**src/lz77_triplet_decompressor_assert.svh**
```systemverilog
// Assertion macros shared by the LZ77 triplet decompressor RTL.
// Expects clk and arst_n in the scope of use.
`ifndef LZ77_TRIPLET_DECOMPRESSOR_ASSERT_SVH
`define LZ77_TRIPLET_DECOMPRESSOR_ASSERT_SVH

// property holds at every clock edge outside reset
`define LZTD_ASSERT_HOLDS(lbl, prop, msg) \
	lbl: assert property (@(posedge clk) disable iff (!arst_n) (prop)) else $error(msg);

// condition in one cycle implies consequence in the next
`define LZTD_ASSERT_NEXT(lbl, pre, post, msg) \
	lbl: assert property (@(posedge clk) disable iff (!arst_n) (pre) |=> (post)) else $error(msg);

`endif

```
**src/lztd_pkg.sv**
```systemverilog
// Shared constants and types for the LZ77 triplet decompressor.
// No dependencies.
`default_nettype none

package lztd_pkg;

	localparam int LEN_W      = 4;
	localparam int DIST_W     = 12;
	localparam int BYTE_W     = 8;
	localparam int HIST_DEPTH = 4095;
	localparam int HIST_AW    = $clog2(HIST_DEPTH);

	localparam logic [HIST_AW-1:0] HIST_LAST = HIST_AW'(HIST_DEPTH - 1);
	localparam logic [HIST_AW-1:0] HIST_FULL = HIST_AW'(HIST_DEPTH);
	localparam logic [DIST_W-1:0]  DIST_WRAP = DIST_W'(HIST_DEPTH);

	// one byte issued to the history pipeline
	typedef struct packed {
		logic               valid;
		logic               copy;
		logic               zero;
		logic               last;
		logic               bad;
		logic [BYTE_W-1:0]  lit;
		logic [HIST_AW-1:0] raddr;
		logic [HIST_AW-1:0] waddr;
	} lztd_issue_t;

endpackage

`default_nettype wire

```
**src/lztd_seq.sv**
```systemverilog
// Triplet sequencer: takes triplets, issues one history byte per cycle while advance is high.
// Tracks write cursor and fill count. Depends on lztd_pkg and the assertion header.
`default_nettype none

`include "lz77_triplet_decompressor_assert.svh"

module lztd_seq (
	input  wire logic                        clk,
	input  wire logic                        arst_n,
	input  wire logic                        in_valid,
	output logic                             in_stall,
	input  wire logic [lztd_pkg::LEN_W-1:0]  match_length,
	input  wire logic [lztd_pkg::DIST_W-1:0] match_distance,
	input  wire logic [lztd_pkg::BYTE_W-1:0] literal_byte,
	input  wire logic                        advance,
	output lztd_pkg::lztd_issue_t            issue
);

	import lztd_pkg::*;

	logic               busy_q;
	logic [LEN_W-1:0]   cnt_q;
	logic [HIST_AW-1:0] back_q;
	logic [BYTE_W-1:0]  lit_q;
	logic               bad_q;
	logic [HIST_AW-1:0] cursor_q;
	logic [HIST_AW-1:0] fill_q;

	logic               accept;
	logic               step;
	logic               last;
	logic               in_bad;
	logic [HIST_AW-1:0] in_back;
	logic [HIST_AW-1:0] src;

	assign last     = (cnt_q == '0);
	assign step     = advance && busy_q;
	assign in_stall = busy_q && !(step && last);
	assign accept   = in_valid && !in_stall;
	assign in_bad   = (match_length != '0) && (match_distance == '0);

	always_comb begin
		if (match_distance >= DIST_WRAP) begin
			in_back = HIST_AW'(match_distance - DIST_WRAP);
		end else begin
			in_back = HIST_AW'(match_distance);
		end
	end

	always_comb begin
		if (cursor_q >= back_q) begin
			src = cursor_q - back_q;
		end else begin
			src = cursor_q + (HIST_FULL - back_q);
		end
	end

	always_comb begin
		issue.valid = busy_q;
		issue.copy  = !last;
		issue.zero  = (src >= fill_q);
		issue.last  = last;
		issue.bad   = bad_q && last;
		issue.lit   = lit_q;
		issue.raddr = src;
		issue.waddr = cursor_q;
	end

	always_ff @(posedge clk or negedge arst_n) begin
		if (!arst_n) begin
			busy_q   <= 1'b0;
			cnt_q    <= '0;
			cursor_q <= '0;
			fill_q   <= '0;
		end else begin
			if (step) begin
				cursor_q <= (cursor_q == HIST_LAST) ? '0 : cursor_q + 1'b1;
				if (fill_q != HIST_FULL) begin
					fill_q <= fill_q + 1'b1;
				end
			end
			if (accept) begin
				busy_q <= 1'b1;
				cnt_q  <= in_bad ? '0 : match_length;
			end else if (step) begin
				if (!last) begin
					cnt_q <= cnt_q - 1'b1;
				end else begin
					busy_q <= 1'b0;
				end
			end
		end
	end

	always_ff @(posedge clk) begin
		if (accept) begin
			back_q <= in_back;
			lit_q  <= literal_byte;
			bad_q  <= in_bad;
		end
	end

	`LZTD_ASSERT_HOLDS(a_cursor_range, cursor_q <= HIST_LAST, "write cursor out of range")
	`LZTD_ASSERT_HOLDS(a_fill, (fill_q == HIST_FULL) || (cursor_q == fill_q), "fill count off")
	`LZTD_ASSERT_HOLDS(a_bad_no_copy, !(busy_q && bad_q) || (cnt_q == '0), "copy on bad distance")
	`LZTD_ASSERT_NEXT(a_accept_busy, accept, busy_q, "accepted triplet not in progress")

endmodule

`default_nettype wire

```
**config.mk**
```make
export PLATFORM = sky130hd
export DESIGN_NAME = lztd_seq
export DESIGN_NICKNAME = d
export VERILOG_FILES = /design/src/lztd_pkg.sv /design/src/lztd_seq.sv
export VERILOG_INCLUDE_DIRS = /design/src /design/src/src
export SDC_FILE = /design/constraint.sdc
export NUM_CORES = 1
export LEC_CHECK = 0
export BUFFER_PORTS_ARGS = -buffer_cell sky130_fd_sc_hd__buf_2
export CAP_MARGIN = 5
export CORE_ASPECT_RATIO = 0.75
export CORE_MARGIN = 3
export CORE_UTILIZATION = 35
export CTS_CLUSTER_SIZE = 28
export DETAILED_ROUTE_END_ITERATION = 8
export GPL_TIMING_DRIVEN = 0
export SYNTH_ARGS = -nofsm -noshare
export SYNTH_HDL_FRONTEND = slang
export SYNTH_SLANG_ARGS = --single-unit
export TNS_END_PERCENT = 20
```
**constraint.sdc**
```tcl
create_clock -name clk -period 4.65 [get_ports clk]
set_clock_uncertainty 0.15 [all_clocks]
set_input_delay 0.93 -clock clk [delete_from_list [all_inputs] [get_ports clk]]
set_output_delay 0.93 -clock clk [all_outputs]
set_load 0.02 [all_outputs]
```
==> out/qor.yml, run 1 <==
worstSetupEndpointType: "output port"
cp_slowest_stage_delay_ns: 0.43
viasPerCell: 4.97
grt_pass1_wl_mm: 13.8
max_cap_viol_count: 0
crit_chain: "ha_4, buf_6, and4_4, nand4_1, a21o_1, nand2_4, mux2i_4, a21oi_2, xnor2_2, ha_1, a21o_1, a21o_1, a21oi_2, o21ai_1, nand3_1, a21oi_2, buf_6"
ys_seq_elements: 50
hold_depth: 1
rsz0062_at_grt: "yes"
path_class: "flip-flop to output port"
synthAdderAreaFrac: 0.126
relSlewSlack: 0.402
wl_met2_mm: 3.83
placed_cells: 544
fin_area_um2: 4510
ant_nets: 0
routed.top_layer: "met4"
final_util: 0.488
final_cell_mix: "buf_2, buf_4, inv_1, nand2_1, a21oi_1"
synthTopCellsByArea: "dfrtp_1, edfxtp_1, ha_1, xnor2_1, inv_1"
die-area_um2: 10900
cts.sinks: 50
first_pass_iters: 4
synthXorXnorAreaFrac: 0.0750
yosysSeqAreaShare: 0.400
overflow: 0
reg2reg_from: "cursor_q[0]$_DFFE_PN0P_"
fin_nets: 515
cts_tree: "done"
finalCritPeriodShare: 1.00
grt_max_degree: 30
htreeDepth: 2
cts_buffers: 5
postPlaceCellArea_um2: 3870
synth_top_family_by_area: "simple AND/OR/NAND/NOR gates"
fin_ws_ns: -0.00892
run_status: "finished with violations"
initial_core_util: 0.367
wl_mm: 8.74
tns_ns: -0.00892
worstPathArrival_ns: 3.58
wl_met3_um: 535
finalMaxSlewViolations: 0
max_freq_mhz: 215
ff2ff_path_depth: 21
grt_pass1_vias: 2797
clock_latency_ns: 0.30
synth.avg_cell_area_um2: 9.65
synth-simple-area-share: 0.181
worst_pin_slew_ns: 0.890
core_area_um2: 9230
synth_top_cell_area_share: 0.214
die_height_um: 91.2
clk_pin_slew_ns: 0.07
grt_use_total: 0.157
max-vdd-ir-drop_uv: 164
cts_root_buf: "clkbuf_16"
cp_slowest_cell: "dfrtp_2"
fillers: 855
gp_congestion: 0.825
hold_path_class: "flip-flop to flip-flop"
netlist_instances: 351
synth_compound_area_frac: 0.145
period_needed_ns: 4.66
holdBufCountCts: 0
synth_nets: 412
io_buffer_count: 65
area_growth_pct: 33.2
layout_commonest_cell: "buf_2"
wl_per_cell_um: 15.0
vias: 2898
finalSetupViolations: 1
drt-met1-wl_mm: 4.24
syn-cell-area_um2: 3390
final_layout_size_suffix_gt1_frac: 0.338
leakage_nw: 2.07
antenna_found_initial: 0
crit_start: "cursor_q[8]$_DFFE_PN0P_"
synth_top_cell_by_area: "dfrtp_1"
crit_required_ns: 3.57
instances_no_fill: 583
n_antenna_cell: 0
p_per_area_nw_per_um2: 504
hold_viol: 0
hp-start: "fill_q[10]$_DFFE_PN0P_"
ys_warn_count: 0
failed_checks: "negative setup slack"
startpoint_type: "flip-flop"
dieWidth_um: 120
ioPinCount: 66
drt_iter0_markers: 203
synth_mux_area_frac: 0.0211
crit_fanout: 6
cts_buffer_depth: 2
drc: 0
std_cell_rows: 30
dp_hpwl_mm: 6.14
synth_cell_type_count: 47
## flip-flops by register name, summed over array words and instances (netlist names)
register / count
back_q: 12
cursor_q: 12
fill_q: 12
lit_q: 8
cnt_q: 4
bad_q: 1
busy_q: 1
## worst max-delay path: cells and delay by family, from the launching register on
family / cells / cell delay [ns]
flops: 1 / 0.43
xor+xnor: 1 / 0.16
simple gates: 4 / 0.57
buf+inv: 2 / 0.25
fa+ha+maj: 2 / 0.56
mux: 1 / 0.33
compound gates: 7 / 0.95
## logic make-up after synthesis
logic type / Yosys count
fa+ha+maj: 33
simple gates: 116
buf+inv: 43
compound gates: 74
mux: 6
xor+xnor: 29
flops: 50
## through the flow
stage / total power [W] / setup slack (ns) / hold WS [ns]
2_1_floorplan: 0.00136 / 0.0724 / 0.310
3_3_place_gp: 0.00163 / -0.0803 / 0.332
3_5_place_dp: 0.00165 / -0.128 / 0.335
4_1_cts: 0.00219 / 0.0000733 / 0.345
5_1_grt: 0.00243 / -0.164 / 0.365
6_report: 0.00227 / -0.00892 / 0.345
## cells in the mapped netlist, drive strengths merged
cell type,count
edfxtp,21
a31oi,4
xor2,9
a21o,17
o21a,1
and2,3
nor4,6
clkbuf,2
nor2b,13
mux2,3
a22oi,1
ha,31
xnor2,20
a21oi,27
o31ai,2
nor2,13
nand4,12
o21ai,15
nand3,17
and3,3
o311ai,1
a2111oi,2
buf,6
o21bai,3
or3,1
and4,3
a221oi,1
nor3,6
nor3b,1
mux2i,3
nor4b,2
fa,2
nand2b,5
inv,35
dfrtp,29
nand2,31
## layer usage
metal	up-vias	track usage
met2	78	0.238
met5	-	0
met4	0	0.0353
met1	1358	0.228
met3	11	0.0361
li1	1451	-
## power breakdown
part / switching [W] / internal, W / leakage [nW]
Sequential: 0.000104 / 0.000559 / 0.539
Combinational: 0.000673 / 0.000551 / 1.45
Clock: 0.000178 / 0.000206 / 0.0763
Total: 0.000955 / 0.00132 / 2.07
## final cells by class
class / instances / area (µm²) / share of cell area
multi-input combinational: 258 / 2060 / 0.457
sequential: 50 / 1370 / 0.303
timing repair buffer: 98 / 592 / 0.131
tap: 128 / 160 / 0.0355
inverter: 35 / 131 / 0.0291
clock buffer: 5 / 125 / 0.0277
buffer: 6 / 45.0 / 0.00999
clock inverter: 3 / 28.8 / 0.00638
## what timing repair did
| item | in CTS | in global routing |
|---|---|---|
| resized for setup | 31 | 21 |
| buffers inserted | 25 | 8 |
| pin swaps | 10 | 16 |
| endpoints found under the setup margin | 1 | 1 |
| endpoints found under the hold margin | 0 | 0 |
## final timing paths
| path | to | slack [ns] |
|---|---|---|
| hold / removal | fill_q[10]$_DFFE_PN0P_ | 0.34 |
| hold reg to reg | fill_q[10]$_DFFE_PN0P_ | 0.34 |
| min in group asynchronous | fill_q[9]$_DFFE_PN0P_ | 0.52 |
| max in group asynchronous | cursor_q[0]$_DFFE_PN0P_ | 3.35 |
| setup reg to reg | cursor_q[3]$_DFFE_PN0P_ | 1.36 |
| setup / recovery | issue[34] | -0.009 |
Note: power is estimated with default switching activity, not from simulation.
==> run 2: changes to the inputs <==
--- a/config.mk
+++ b/config.mk
@@ -11,6 +11,7 @@
 export CORE_ASPECT_RATIO = 0.75
 export CORE_MARGIN = 3
 export CORE_UTILIZATION = 35
+export CTS_BUF_LIST = sky130_fd_sc_hd__clkbuf_8
 export CTS_CLUSTER_SIZE = 28
 export DETAILED_ROUTE_END_ITERATION = 8
 export GPL_TIMING_DRIVEN = 0
==> run 2 against run 1 <==
The flow still finishes with violations (negative setup slack). Register-to-register slack worse by 0.02 ns. Non-clock buffer count rose by 4. Wire length increased by 1.5%. Sequential power hardly changed. Core utilization rose by 0.15 points. First-iteration DRC count up 2.5%. Combinational power increased by 7%. Sequential share of layout area is 0.092 points lower. Via count increased by 1.3%. Fmax shrank 0.48%. Hold slack better by 0.0043 ns. Highest routed layer unchanged.
==> out/qor.yml, run 2 (synthesized netlist as in run 1, its figures left out) <==
gp_congestion: 0.825  # unchanged
total_power_w: 0.00225  # -0.77%
rrSetupSlack_ns: 1.34  # -0.02 ns
area_growth_pct: 33.6
max_freq_mhz: 214  # -0.48%
first_pass_iters: 5  # +1
cts.sinks: 50  # unchanged
grt_max_degree: 30  # unchanged
r2r_end: "cursor_q[9]$_DFFE_PN0P_"
worstSetupEndpointType: "output port"
max-vdd-ir-drop_uv: 153  # -6.5%
holdBufCountCts: 0  # unchanged
hold_viol: 0  # unchanged
fin_area_um2: 4520  # +0.31%
rsz0062_at_grt: "yes"
p_sw_frac: 0.436  # +0.0159
wl_per_cell_um: 15.1  # +0.82%
path_class: "flip-flop to output port"
n_antenna_cell: 0  # unchanged
reg2reg_from: "cursor_q[0]$_DFFE_PN0P_"
dp_hpwl_mm: 6.14  # unchanged
die-area_um2: 10900  # unchanged
initial_core_util: 0.367  # unchanged
hold_path_end: "fill_q[10]$_DFFE_PN0P_"
ioPinCount: 66  # unchanged
final_layout_size_suffix_gt1_frac: 0.353  # +0.0145
pre_cts_slack_ns: -0.128  # unchanged
fin_nets: 519  # +0.78%
max_cap_viol_count: 0  # unchanged
htreeDepth: 2  # unchanged
hold_depth: 1  # unchanged
startpoint_type: "flip-flop"
overflow: 0  # unchanged
holdWs_ns: 0.349  # +0.00432 ns
reg_top3: "back_q: 12 flops, cursor_q: 12 flops, fill_q: 12 flops"
cts_root_buf: "clkbuf_8"
die_height_um: 91.2  # unchanged
vias: 2936  # +1.3%
seqPwrFrac: 0.294  # +0.002
io_buffer_count: 65  # unchanged
p_per_area_nw_per_um2: 498  # -1.1%
cts_buffers: 5  # unchanged
layout_commonest_cell: "buf_2"
p_sw_w: 0.000983  # +3.0%
p_int_w: 0.00127  # -3.5%
core_area_um2: 9230  # unchanged
drc: 0  # unchanged
hold_path_class: "flip-flop to flip-flop"
grt_use_total: 0.162  # +0.00474
postPlaceCellArea_um2: 3870  # unchanged
drt_iter0_markers: 208  # +2.5%
ff2ff_path_depth: 22  # +4.8%
clockPowerShare: 0.124  # -0.045
cts_buffer_depth: 2  # unchanged
finalSetupViolations: 1  # unchanged
crit_required_ns: 3.57  # about the same
fin_ws_ns: -0.0315  # -0.0226 ns
antenna_found_initial: 0  # unchanged
clk_pin_slew_ns: 0.10  # +0.03 ns
relSlewSlack: 0.410  # +0.00781
viasPerCell: 5.00  # +0.62%
combPwrFrac: 0.582  # +0.043
worstPathArrival_ns: 3.60  # +0.02 ns
failed_checks: "negative setup slack"
worst_pin_slew_ns: 0.878  # -0.0116 ns
crit_fanout: 4  # -2
grt_pass1_wl_mm: 14.1  # +2.6%
final_cell_mix: "buf_2, buf_4, inv_1, nand2_1"
period_needed_ns: 4.68  # +0.0226 ns
leakage_nw: 2.06  # -0.12%
cts_tree: "done"
finalCritPeriodShare: 1.01  # +0.00486
finalMaxSlewViolations: 0  # unchanged
grt_pass1_vias: 2843  # +1.6%
run_status: "finished with violations"
hp-start: "fill_q[10]$_DFFE_PN0P_"
clock_latency_ns: 0.32  # +0.02 ns
ant_nets: 0  # unchanged
wl_mm: 8.87  # +1.5%
std_cell_rows: 30  # unchanged
dieWidth_um: 120  # unchanged
## run 2: cell types whose count changed in the layout (fill, tap and decap cells not counted), sizes merged
cell  before  now
buf      102  106
## run 2: final cells by class
class,count,area (µm²)
Clock buffer,5,68.8
Clock inverter,3,28.8
Fill cell,851,4710
Inverter,35,134
Tap cell,128,160
Buffer,7,56.3
Sequential cell,50,1370
Multi-Input combinational cell,258,2100
Timing Repair Buffer,101,614
## run 2: per-stage QoR
stage / setup TNS [ns] / instances / util
floorplan: 0 / 351 / -
CTS: -0.0162 / 584 / 0.476
finish: -0.0315 / 587 / 0.490
global route: -0.198 / 587 / 0.490
global placement: -0.0803 / 544 / 0.419
detailed placement: -0.128 / 544 / 0.419
## run 2: worst max path at each step
stage                             from         to  slack, ns  depth (start not counted)
3_5_place_dp   cursor_q[0]$_DFFE_PN0P_  issue[34]      -0.13                         18
3_3_place_gp   cursor_q[0]$_DFFE_PN0P_  issue[34]      -0.08                         18
4_1_cts        cursor_q[0]$_DFFE_PN0P_  issue[34]      -0.02                         18
5_1_grt        cursor_q[0]$_DFFE_PN0P_  issue[34]      -0.20                         16
2_1_floorplan  cursor_q[5]$_DFFE_PN0P_  issue[34]       0.07                         16
6_report       cursor_q[0]$_DFFE_PN0P_  issue[34]      -0.03                         16
## run 2: per-layer routing
| layer | global-route usage | wire [µm] | vias to the layer above |
|---|---|---|---|
| met4 | 0.0400 | 172 | 0 |
| met3 | 0.0380 | 520 | 15 |
| met1 | 0.231 | 4290 | 1371 |
| li1 | - | - | 1460 |
| met2 | 0.247 | 3890 | 90 |
| met5 | 0 | 0 | - |
## run 2: timing repair
item / in CTS / in global routing
buffers inserted: 33 / 3
pin swaps: 15 / 13
setup endpoints to repair: 1 / 1
cloned: 0 / 0
resized for setup: 39 / 20
## run 2: critical path, stage by stage (launching register included)
cell and delay, ns:
dfrtp_2 0.43, inv_2 0.08, ha_4 0.14, inv_4 0.03
fa_2 0.39, a31oi_4 0.18, a21o_1 0.22, nand2_4 0.11
mux2i_4 0.24, a2111oi_4 0.40, nor3_2 0.09, ha_1 0.31
nand4_1 0.11, o21ai_2 0.15, nand3_2 0.09, a21oi_2 0.17
buf_6 0.13
## run 2: power groups by stage
stage                     clock network, W  registers, W  logic, W
final                             0.000281      0.000663   0.00131
after global routing              0.000311      0.000679   0.00143
after CTS                         0.000293      0.000660   0.00118
after detailed placement                 0      0.000673  0.000980
after global placement                   0      0.000672  0.000958
after floorplan                          0      0.000681  0.000680
